$ cat src/hw/rtl/fcgi_pkg.sv
// shared types and constants for the fastcgi record deframer
`timescale 1ns / 1ps

package fcgi_pkg;

  // parser phase
  typedef enum logic [1:0] {
    PH_HEADER  = 2'd0,
    PH_CONTENT = 2'd1,
    PH_PADDING = 2'd2,
    PH_HALTED  = 2'd3
  } phase_t;

  // result event codes
  typedef enum logic [1:0] {
    EV_PAYLOAD = 2'd0,
    EV_END     = 2'd1,
    EV_ERROR   = 2'd2
  } event_t;

  // record types of interest
  localparam logic [7:0] T_END_REQUEST = 8'd3;
  localparam logic [7:0] T_STDOUT      = 8'd6;
  localparam logic [7:0] T_STDERR      = 8'd7;
  localparam logic [7:0] T_LIMIT       = 8'd11;

  // header byte positions
  localparam logic [2:0] HB_TYPE   = 3'd1;
  localparam logic [2:0] HB_ID_HI  = 3'd2;
  localparam logic [2:0] HB_ID_LO  = 3'd3;
  localparam logic [2:0] HB_LEN_HI = 3'd4;
  localparam logic [2:0] HB_LEN_LO = 3'd5;
  localparam logic [2:0] HB_PAD    = 3'd6;
  localparam logic [2:0] HB_LAST   = 3'd7;

  // register map
  localparam int          ADDR_W          = 3;
  localparam logic        REG_MAX_REQ_ID  = 1'b0;
  localparam logic [15:0] MAX_REQ_ID_RST  = 16'd255;

  typedef struct packed {
    event_t      kind;
    logic [7:0]  payload;
    logic        from_err;
    logic        last;
    logic [15:0] req_id;
  } result_t;

endpackage

$ cat src/hw/rtl/fcgi_rec_fsm.sv
// record framing state machine: header collection, content and padding counting
`timescale 1ns / 1ps

module fcgi_rec_fsm (
  input  logic              clk,
  input  logic              rst_n,
  input  logic              step,
  input  logic [7:0]        byte_in,
  input  logic [15:0]       max_id,
  output logic              res_valid,
  output fcgi_pkg::result_t res
);

  fcgi_pkg::phase_t phase_r, phase_nxt;
  logic [2:0]  hcount_r, hcount_nxt;
  logic [7:0]  kind_r, kind_nxt;
  logic [15:0] id_r, id_nxt;
  logic [15:0] clen_r, clen_nxt;
  logic [7:0]  plen_r, plen_nxt;

  logic        last;
  logic        pass;
  logic [7:0]  plen_dec;

  always_ff @(posedge clk) begin
    if (!rst_n) begin
      phase_r  <= fcgi_pkg::PH_HEADER;
      hcount_r <= '0;
      kind_r   <= '0;
      id_r     <= '0;
      clen_r   <= '0;
      plen_r   <= '0;
    end else if (step) begin
      phase_r  <= phase_nxt;
      hcount_r <= hcount_nxt;
      kind_r   <= kind_nxt;
      id_r     <= id_nxt;
      clen_r   <= clen_nxt;
      plen_r   <= plen_nxt;
    end
  end

  always_comb begin
    phase_nxt    = phase_r;
    hcount_nxt   = hcount_r;
    kind_nxt     = kind_r;
    id_nxt       = id_r;
    clen_nxt     = clen_r;
    plen_nxt     = plen_r;
    res_valid    = 1'b0;
    res.kind     = fcgi_pkg::EV_PAYLOAD;
    res.payload  = '0;
    res.from_err = 1'b0;
    res.last     = 1'b0;
    res.req_id   = id_r;
    last         = (clen_r <= 16'd1);
    pass         = (kind_r == fcgi_pkg::T_STDOUT) || (kind_r == fcgi_pkg::T_STDERR);
    plen_dec     = (plen_r != 8'd0) ? plen_r - 8'd1 : 8'd0;

    unique case (phase_r)
      fcgi_pkg::PH_HEADER: begin
        unique case (hcount_r)
          fcgi_pkg::HB_TYPE:   kind_nxt = byte_in;
          fcgi_pkg::HB_ID_HI:  id_nxt   = {byte_in, id_r[7:0]};
          fcgi_pkg::HB_ID_LO:  id_nxt   = {id_r[15:8], byte_in};
          fcgi_pkg::HB_LEN_HI: clen_nxt = {byte_in, clen_r[7:0]};
          fcgi_pkg::HB_LEN_LO: clen_nxt = {clen_r[15:8], byte_in};
          fcgi_pkg::HB_PAD:    plen_nxt = byte_in;
          default: ;
        endcase
        if (hcount_r != fcgi_pkg::HB_LAST) begin
          hcount_nxt = hcount_r + 3'd1;
        end else begin
          hcount_nxt = '0;
          if (id_r > max_id || kind_r >= fcgi_pkg::T_LIMIT) begin
            phase_nxt = fcgi_pkg::PH_HALTED;
            res_valid = 1'b1;
            res.kind  = fcgi_pkg::EV_ERROR;
          end else if (kind_r == fcgi_pkg::T_END_REQUEST) begin
            phase_nxt = fcgi_pkg::PH_HALTED;
            res_valid = 1'b1;
            res.kind  = fcgi_pkg::EV_END;
          end else if (clen_r != 16'd0) begin
            phase_nxt = fcgi_pkg::PH_CONTENT;
          end else begin
            phase_nxt = (plen_r != 8'd0) ? fcgi_pkg::PH_PADDING : fcgi_pkg::PH_HEADER;
          end
        end
      end
      fcgi_pkg::PH_CONTENT: begin
        clen_nxt = (clen_r != 16'd0) ? clen_r - 16'd1 : 16'd0;
        if (last) begin
          phase_nxt = (plen_r != 8'd0) ? fcgi_pkg::PH_PADDING : fcgi_pkg::PH_HEADER;
        end
        if (pass) begin
          res_valid    = 1'b1;
          res.payload  = byte_in;
          res.from_err = (kind_r == fcgi_pkg::T_STDERR);
          res.last     = last;
        end
      end
      fcgi_pkg::PH_PADDING: begin
        plen_nxt = plen_dec;
        if (plen_dec == 8'd0) begin
          phase_nxt = fcgi_pkg::PH_HEADER;
        end
      end
      fcgi_pkg::PH_HALTED: ;
      default: ;
    endcase
  end

endmodule

$ cat src/hw/rtl/fastcgi_record_deframer.sv
// top level of the fastcgi record deframer: handshakes, register port, result register
`timescale 1ns / 1ps

// Deframes the byte stream sent by a FastCGI application. Each byte is one
// transfer on the in_ channel; STDOUT and STDERR content bytes come out as
// payload results with the last byte of each record flagged, END_REQUEST
// gives an end event and a bad type (11 or above) or a request id above
// max_request_id gives a framing error. After either event input is still
// taken but ignored until reset. Headers, skipped content and padding give
// no result. Throughput is one byte per cycle sustained while results drain:
// a byte sits in an input register, passes through the framing state machine
// and lands in the result register, which presents the result once its byte
// moves on from the input register. Each stage holds one item; while a result
// waits for out_ready one more byte can be taken into the input register, then
// in_ready drops until the result leaves. The only register, max_request_id
// (reset 255), sits at byte address 0 of the APB-style port; write it only
// while the block is idle.

module fastcgi_record_deframer (
  input  logic                        clk,
  input  logic                        rst_n,
  // register port
  input  logic                        psel,
  input  logic                        penable,
  input  logic                        pwrite,
  input  logic [fcgi_pkg::ADDR_W-1:0] paddr,
  input  logic [31:0]                 pwdata,
  output logic [31:0]                 prdata,
  output logic                        pready,
  // byte stream in
  input  logic                        in_valid,
  output logic                        in_ready,
  input  logic [7:0]                  in_stream_byte,
  // results out
  output logic                        out_valid,
  input  logic                        out_ready,
  output logic [1:0]                  out_event_kind,
  output logic [7:0]                  out_payload_byte,
  output logic                        out_from_error_stream,
  output logic                        out_record_last,
  output logic [15:0]                 out_record_request_id
);

  logic [15:0]       max_id_r;
  logic              in_v_r;
  logic [7:0]        in_byte_r;
  logic              out_v_r;
  fcgi_pkg::result_t out_r;
  logic              adv;
  logic              res_valid;
  fcgi_pkg::result_t res;

  // register port, never inserts wait states (pready tied high)
  assign pready = 1'b1;

  always_ff @(posedge clk) begin
    if (!rst_n) begin
      max_id_r <= fcgi_pkg::MAX_REQ_ID_RST;
    end else if (psel && penable && pwrite && paddr[2] == fcgi_pkg::REG_MAX_REQ_ID) begin
      max_id_r <= pwdata[15:0];
    end
  end

  assign prdata = (paddr[2] == fcgi_pkg::REG_MAX_REQ_ID) ? {16'd0, max_id_r} : 32'd0;

  // byte moves on when the result register is free or being drained
  assign adv      = in_v_r && (!out_v_r || out_ready);
  assign in_ready = !in_v_r || adv;

  // input register
  always_ff @(posedge clk) begin
    if (!rst_n) begin
      in_v_r <= 1'b0;
    end else if (in_ready) begin
      in_v_r <= in_valid;
    end
  end

  always_ff @(posedge clk) begin
    if (in_ready && in_valid) begin
      in_byte_r <= in_stream_byte;
    end
  end

  fcgi_rec_fsm u_fsm (
    .clk       (clk),
    .rst_n     (rst_n),
    .step      (adv),
    .byte_in   (in_byte_r),
    .max_id    (max_id_r),
    .res_valid (res_valid),
    .res       (res)
  );

  // result register
  always_ff @(posedge clk) begin
    if (!rst_n) begin
      out_v_r <= 1'b0;
    end else if (adv) begin
      out_v_r <= res_valid;
    end else if (out_ready) begin
      out_v_r <= 1'b0;
    end
  end

  always_ff @(posedge clk) begin
    if (adv && res_valid) begin
      out_r <= res;
    end
  end

  assign out_valid             = out_v_r;
  assign out_event_kind        = out_r.kind;
  assign out_payload_byte      = out_r.payload;
  assign out_from_error_stream = out_r.from_err;
  assign out_record_last       = out_r.last;
  assign out_record_request_id = out_r.req_id;

endmodule
$ cat config.mk
export PLATFORM = sky130hd
export DESIGN_NAME = fastcgi_record_deframer
export DESIGN_NICKNAME = d
export VERILOG_FILES = /design/src/hw/rtl/fcgi_pkg.sv /design/src/hw/rtl/fcgi_rec_fsm.sv /design/src/hw/rtl/fastcgi_record_deframer.sv
export SDC_FILE = /design/constraint.sdc
export NUM_CORES = 1
export LEC_CHECK = 0
export BUFFER_PORTS_ARGS = -buffer_cell sky130_fd_sc_hd__buf_2
export CORE_UTILIZATION = 40
export CTS_BUF_LIST = sky130_fd_sc_hd__clkbuf_2
export DETAILED_ROUTE_END_ITERATION = 8
export PLACE_DENSITY_LB_ADDON = 0.08
export SLEW_MARGIN = 10
export SYNTH_ARGS = -nofsm -noshare
export SYNTH_HDL_FRONTEND = slang
export SYNTH_SLANG_ARGS = --single-unit
$ cat constraint.sdc
create_clock -name clk -period 4.2 [get_ports clk]
set_input_delay 0.21 -clock clk [delete_from_list [all_inputs] [get_ports clk]]
set_output_delay 0.21 -clock clk [all_outputs]
set_load 0.02 [all_outputs]
---- Yosys cells after proc, flatten, opt, wreduce, memory -nomap -nowiden ----
Cells that the tools add are included.
word-level totals
  flip-flop bits (word level) ............. 107
  output and inout bits ................... 63
  word-level logic and storage cells ...... 105
cells by class
  $add $sub $neg .......................... 3
  order comparisons ....................... 3
  equal/unequal tests ..................... 20
  multiplexer cells ....................... 26
  bitwise gates (word level) .............. 4
  reductions and logical operators ........ 31
operators by type and width
  kind                                                                number
  one-hot mux 16 bit (2 select lines)                                 3
  two-way mux 16 bit                                                  2
  == test 8 x 3 -> 1 bit (second input constant)                      2
  greater-than comparator 16 bit                                      1
  less-or-equal comparator 16 x 1 -> 1 bit (second input constant)    1
  two-way mux 2 bit                                                   8
  two-way mux 8 bit                                                   2
  one-hot mux 8 bit (2 select lines)                                  1
  AND reduction 4 bit                                                 4
  nonzero test 16 bit                                                 1
  subtractor 16 x 1 -> 16 bit (second input constant)                 1
  inequality test 2 bit (second input constant)                       6
  == test 3 bit (second input constant)                               3
  == test 8 x 2 -> 1 bit (second input constant)                      1
  greater-or-equal comparator 8 x 4 -> 1 bit (second input constant)  1
  logical NOT 8 bit                                                   1
  nonzero test 8 bit                                                  1
  subtractor 8 x 1 -> 8 bit (second input constant)                   1
  two-way mux 1 bit                                                   7
  == test 3 x 2 -> 1 bit (second input constant)                      2
  logical AND 1 bit                                                   6
  one-hot mux 2 bit (3 select lines)                                  1
  AND reduction 3 bit                                                 2
  nonzero test 2 bit                                                  3
  17 further kinds                                                    26

---- Longest topological paths before layout ----
  word-level depth ........................ 7
  depth in mapped cells ................... 10

---- Cells and area by module ----
Synthesis repeated with hierarchy kept, for this count alone.
unflattened totals
  cells, all modules ...................... 592
  area total of the unflattened synthesis .. 5,636.7 um^2
modules (own cells, without submodules)
  module                   times used  cells an instance  area an instance (um^2)  seq. area each (um^2)
  fcgi_rec_fsm             1           439                3,513.4                  1,061.0
  fastcgi_record_deframer  1           153                2,123.3                  1,441.4

---- Least setup slack after synthesis ----
Ideal clock, no wire load.
  path type ............................... flip-flop to flip-flop
  from .................................... reg max_id_r[13]
  to ...................................... reg out_r, in the netlist out_event_kind[0], enable pin
  library setup time ...................... 0.463 ns
  data arrival time ....................... 3.700 ns
  path slack .............................. 0.037 ns
  cell stages (with the launch flop) ...... 9
  path buffers ............................ 0
  cell sequence ........................... dfxtp_1 > inv_1 > ha_1 > nand4_1 > nor4_1 > o21ai_0 > o2111ai_1 > nand2_1 > a221oi_1
between the ends
  word-level cells in the longest chain between the ends .. 6
ends and longest elaborated chain
  what                                line                            text
  from (decl)                         fastcgi_record_deframer.sv:44   logic [15:0] max_id_r;
  from (signal assigned)              fastcgi_record_deframer.sv:58   max_id_r <= fcgi_pkg::MAX_REQ_ID_RST;
  from (signal assigned)              fastcgi_record_deframer.sv:60   max_id_r <= pwdata[15:0];
  greater-than comparator 16 bit      fcgi_rec_fsm.sv:75              if (id_r > max_id || kind_r >= fcgi_pkg::T_LIMIT) begin
  logical OR 1 bit                    fcgi_rec_fsm.sv:75
  two-way mux 1 bit                   fcgi_rec_fsm.sv:75
  two-way mux 1 bit                   fcgi_rec_fsm.sv:71              if (hcount_r != fcgi_pkg::HB_LAST) begin
  one-hot mux 1 bit (2 select lines)  fcgi_rec_fsm.sv:60              unique case (phase_r)
  logical AND 1 bit                   fastcgi_record_deframer.sv:107  if (adv && res_valid) begin
  to (signal assigned)                fastcgi_record_deframer.sv:108  out_r <= res;
  to (decl)                           fastcgi_record_deframer.sv:48   fcgi_pkg::result_t out_r;
Every way passes these cells.
A chain may end at the register's enable or synchronous reset.

---- Worst setup path in the final report ----
  from .................................... reg u_fsm.phase_r[1]
  to ...................................... reg out_v_r, in the netlist out_valid
between the ends
  word-level cells in the longest chain between the ends .. 3
  elaborated cells on any way between the ends .. 4
  those cells by class .................... 1 x eq/ne; 2 x mux; 1 x reduce/logical
ends and longest elaborated chain
  what                                                         line                            text
  from (decl)                                                  fcgi_rec_fsm.sv:14              fcgi_pkg::phase_t phase_r, phase_nxt;
  from (signal assigned)                                       fcgi_rec_fsm.sv:27              phase_r <= fcgi_pkg::PH_HEADER;
  from (signal assigned)                                       fcgi_rec_fsm.sv:34              phase_r <= phase_nxt;
  == test 2 x 1 -> 1 bit or logical NOT 2 bit (tied branches)  fcgi_rec_fsm.sv:60
  one-hot mux 1 bit (2 select lines) (*)                       fcgi_rec_fsm.sv:60
  two-way mux 1 bit (*)                                        fastcgi_record_deframer.sv:99   end else if (adv) begin
  to (signal assigned)                                         fastcgi_record_deframer.sv:100  out_v_r <= res_valid;
  to (decl)                                                    fastcgi_record_deframer.sv:47   logic out_v_r;
Mark *: on every way between the ends. The rest lies on a longest branch, timed or not.

==> results.yml <==
place:
  dp_hpwl_um: 9330
  portBuffers: 77
  post-place-ws_ns: 1.55
  gp_routability_congestion: 0.850
setup_path:
  worst_path_dominant_cell_family: "buffers and inverters"
  worst_path_max_delay_cell: "dlygate4sd3_1"
  worstPathRequired_ns: 4.78
  crit_path_frequent_cell: "inv_1"
  path_cells: "inv_1 > ha_1 > inv_1 > nor4_4 > inv_1 > a221oi_4 > buf_4 > o21a_1 > dlygate4sd3_1"
  path_class: "reg -> reg"
  startpoint_type: "flop"
  rr_worst_depth: 9
  r2r_start: "u_fsm.phase_r[1]$_SDFFE_PN0P_"
  slowest_delay_ns: 0.55
  rr_endpoint: "out_valid$_SDFFE_PN0P_"
  path_max_fanout: 10
  crit_buf_inv: 5
  cp.arrival_ns: 3.64
  r2r_setup_slack_ns: 1.13
  endpoint_kind: "flop"
pwr:
  p_leak_nw: 2.50
  p_per_area_nw_per_um2: 271
  vdd_drop_max_v: 0.000226
  power_mw: 1.69
yosys:
  synth_top_area_cell: "dfxtp_1"
  netlist_instances: 592
  synth-async-reset-ratio_pct: 0
  synth-seq-cells: 107
  synth-edff-count: 36
  synth_area_leaders: "dfxtp_1, edfxtp_1, ha_1"
  ys_seq_area_share_pct: 47.1
  yosys_warnings: 0
  netlist_area_sq_um: 5310
  ys.flop_type: "dfxtp_1"
  syn_avg_cell_area_sq_um: 8.98
  synth_top_area_share_pct: 26.7
  synth_cell_types: 60
die:
  num_rows: 41
  die_h_um: 117
  core_sq_um: 12800
  die-width_um: 117
  die_area_sq_um: 13700
  initial_core_util_pct: 41.6
  ioPinCount: 113
timing:
  finalHoldViolCount: 0
  fin_skew_ns: 0.0228
  max_slew_margin_pct: 31.8
  setup_slack_ns: 1.13
  fmax_mhz: 326
  rsz0062_at_grt: "no"
  finalCritPeriodShare_pct: 73.0
  worst-slew-pin-transition_ns: 1.02
  fin_crit_ns: 3.07
  slew_viol_final: 0
  setup_violations: 0
  fin_tns_setup_ns: 0
clocking:
  postCtsSetupBuffers: 0
  cts-root-buf: "clkbuf_2"
  cts_buffer_depth: 2
  cts_sinks: 107
  cts_tree: "yes"
  clk_pin_slew_ns: 0.28
  clk_latency_ns: 0.62
  numCtsBuffers: 9
  htree_levels: 3
hold_path:
  min_to: "max_id_r[8]$_SDFFE_PN0P_"
  hp-class: "in -> reg"
  min-delay-start: "pwrite"
  hold_path_depth: 4
finish:
  most-common-layout-cells: "nor2_1, buf_2, dfxtp_1, nand2_1, a21oi_1"
  n_antenna_cell: 0
  num-nets-final: 774
  final_layout_size_suffix_gt1_share_pct: 15.6
  postLayoutCoreUtil_pct: 48.8
  final_common_cell: "nor2_1"
  area_growth_pct: 17.2
global_route:
  grt_pass1_wl_um: 20600
  first_global_vias: 4120
  grt.total_usage_pct: 20.2
  grt_max_degree: 56
  grt-ovfl-total: 0
  antenna_found_initial: 0
detailed_routing:
  vias: 4477
  post-route-drc-count: 0
  dr.pass1.iters: 5
  drt_wl_total_um: 13300
  drt-vias-per-instance: 5.14
  ant_nets: 0
  initialDrtViolationCount: 341
  drt-wirelength-per-cell_um: 15.3
run:
  maxCapViolCount: 0
status:
  outcome: "finished, final reports clean"
metrics by stage:
stage / cell area [sq um] / cells / hold WS, ns
after floorplan: 5370 / 607 / 0.309
after global placement: 5760 / 818 / 0.387
after detailed placement: 5760 / 818 / 0.388
after CTS: 6230 / 871 / 0.153
after global routing: 6230 / 871 / 0.181
final: 6230 / 871 / 0.202
how the worst max path moves through the flow:
| stage | cells past startpoint | end | slack (ns) | from |
|---|---|---|---|---|
| after floorplan | 8 | out_event_kind[0]$_SDFFCE_PP0P_ | 0.04 | max_id_r[13]$_SDFFE_PN0P_ |
| after global placement | 7 | u_fsm.clen_r[13]$_SDFFE_PN0P_ | 1.55 | out_valid$_SDFFE_PN0P_ |
| after detailed placement | 7 | u_fsm.clen_r[13]$_SDFFE_PN0P_ | 1.55 | out_valid$_SDFFE_PN0P_ |
| after CTS | 11 | out_valid$_SDFFE_PN0P_ | 1.19 | max_id_r[11]$_SDFFE_PN0P_ |
| after global routing | 11 | out_valid$_SDFFE_PN0P_ | 0.85 | max_id_r[11]$_SDFFE_PN0P_ |
| final | 9 | out_valid$_SDFFE_PN0P_ | 1.13 | u_fsm.phase_r[1]$_SDFFE_PN0P_ |
layout make-up:
class	instances	area, sq um
Inverter	39	146
Fill cell	1234	6550
Clock inverter	6	45.0
Sequential cell	107	2500
Tap cell	172	215
Multi-Input combinational cell	420	2490
Clock buffer	10	50.0
Timing Repair Buffer	117	778
logic make-up (layout without fill, tap and decap cells):
| family | count (synthesis) | count (layout) | synth area share [%] |
|---|---|---|---|
| flip-flops | 107 | 107 | 47.1 |
| buffers and inverters | 80 | 172 | 7.44 |
| multiplexers | 14 | 14 | 2.64 |
| adder cells (fa/ha/maj) | 30 | 30 | 7.06 |
| AND/OR/NAND/NOR | 226 | 226 | 19.9 |
| XOR/XNOR | 2 | 2 | 0.330 |
| other | 2 | 17 | 0.141 |
| AO/OA/AOI/OAI | 131 | 131 | 15.4 |
synth_stat cells, types with 8 or more instances:
cell,count
o21ai_0,30
dfxtp_1,71
o211ai_1,9
mux2i_1,14
nor3_1,9
a21oi_1,44
buf_4,18
nor2_1,93
and2_1,8
clkbuf_1,16
inv_1,38
edfxtp_1,36
ha_1,30
a22oi_1,13
nand2_1,68
nand3_1,8
report_power, final:
part | switching, mW | leakage (nW) | internal (mW)
clock network | 0.352 | 0.0653 | 0.0880
registers | 0.0201 | 0.855 | 1.08
logic | 0.0864 | 1.58 | 0.0585
repair_timing:
| action | 4_1_cts | 5_1_grt |
|---|---|---|
| hold buffers | 37 | 0 |
| resized for setup | 0 | 0 |
| hold endpoints to repair | 27 | 0 |
metal layers:
metal / GRT usage, % / wire, um / up-vias
met5: 0 / 0 / -
met4: 5.57 / 152 / 0
met3: 4.38 / 622 / 10
met2: 34.7 / 6480 / 116
met1: 25.6 / 6060 / 2122
li1: - / - / 2229
tightest hold or removal path, stage by stage:
cell	delay, ns
buf_2	0.10
nand4b_1	0.28
nand2_1	0.09
a21oi_1	0.12
registers in the layout, summed over array words and instances, names as in the netlist, 3 cells and up:
register               cells
in_byte_r                  8
out_record_request_id     16
out_payload_byte           8
u_fsm.hcount_r             3
u_fsm.plen_r               8
max_id_r                  16
u_fsm.id_r                16
u_fsm.kind_r               8
u_fsm.clen_r              16
(Power assumes the default switching activity.)
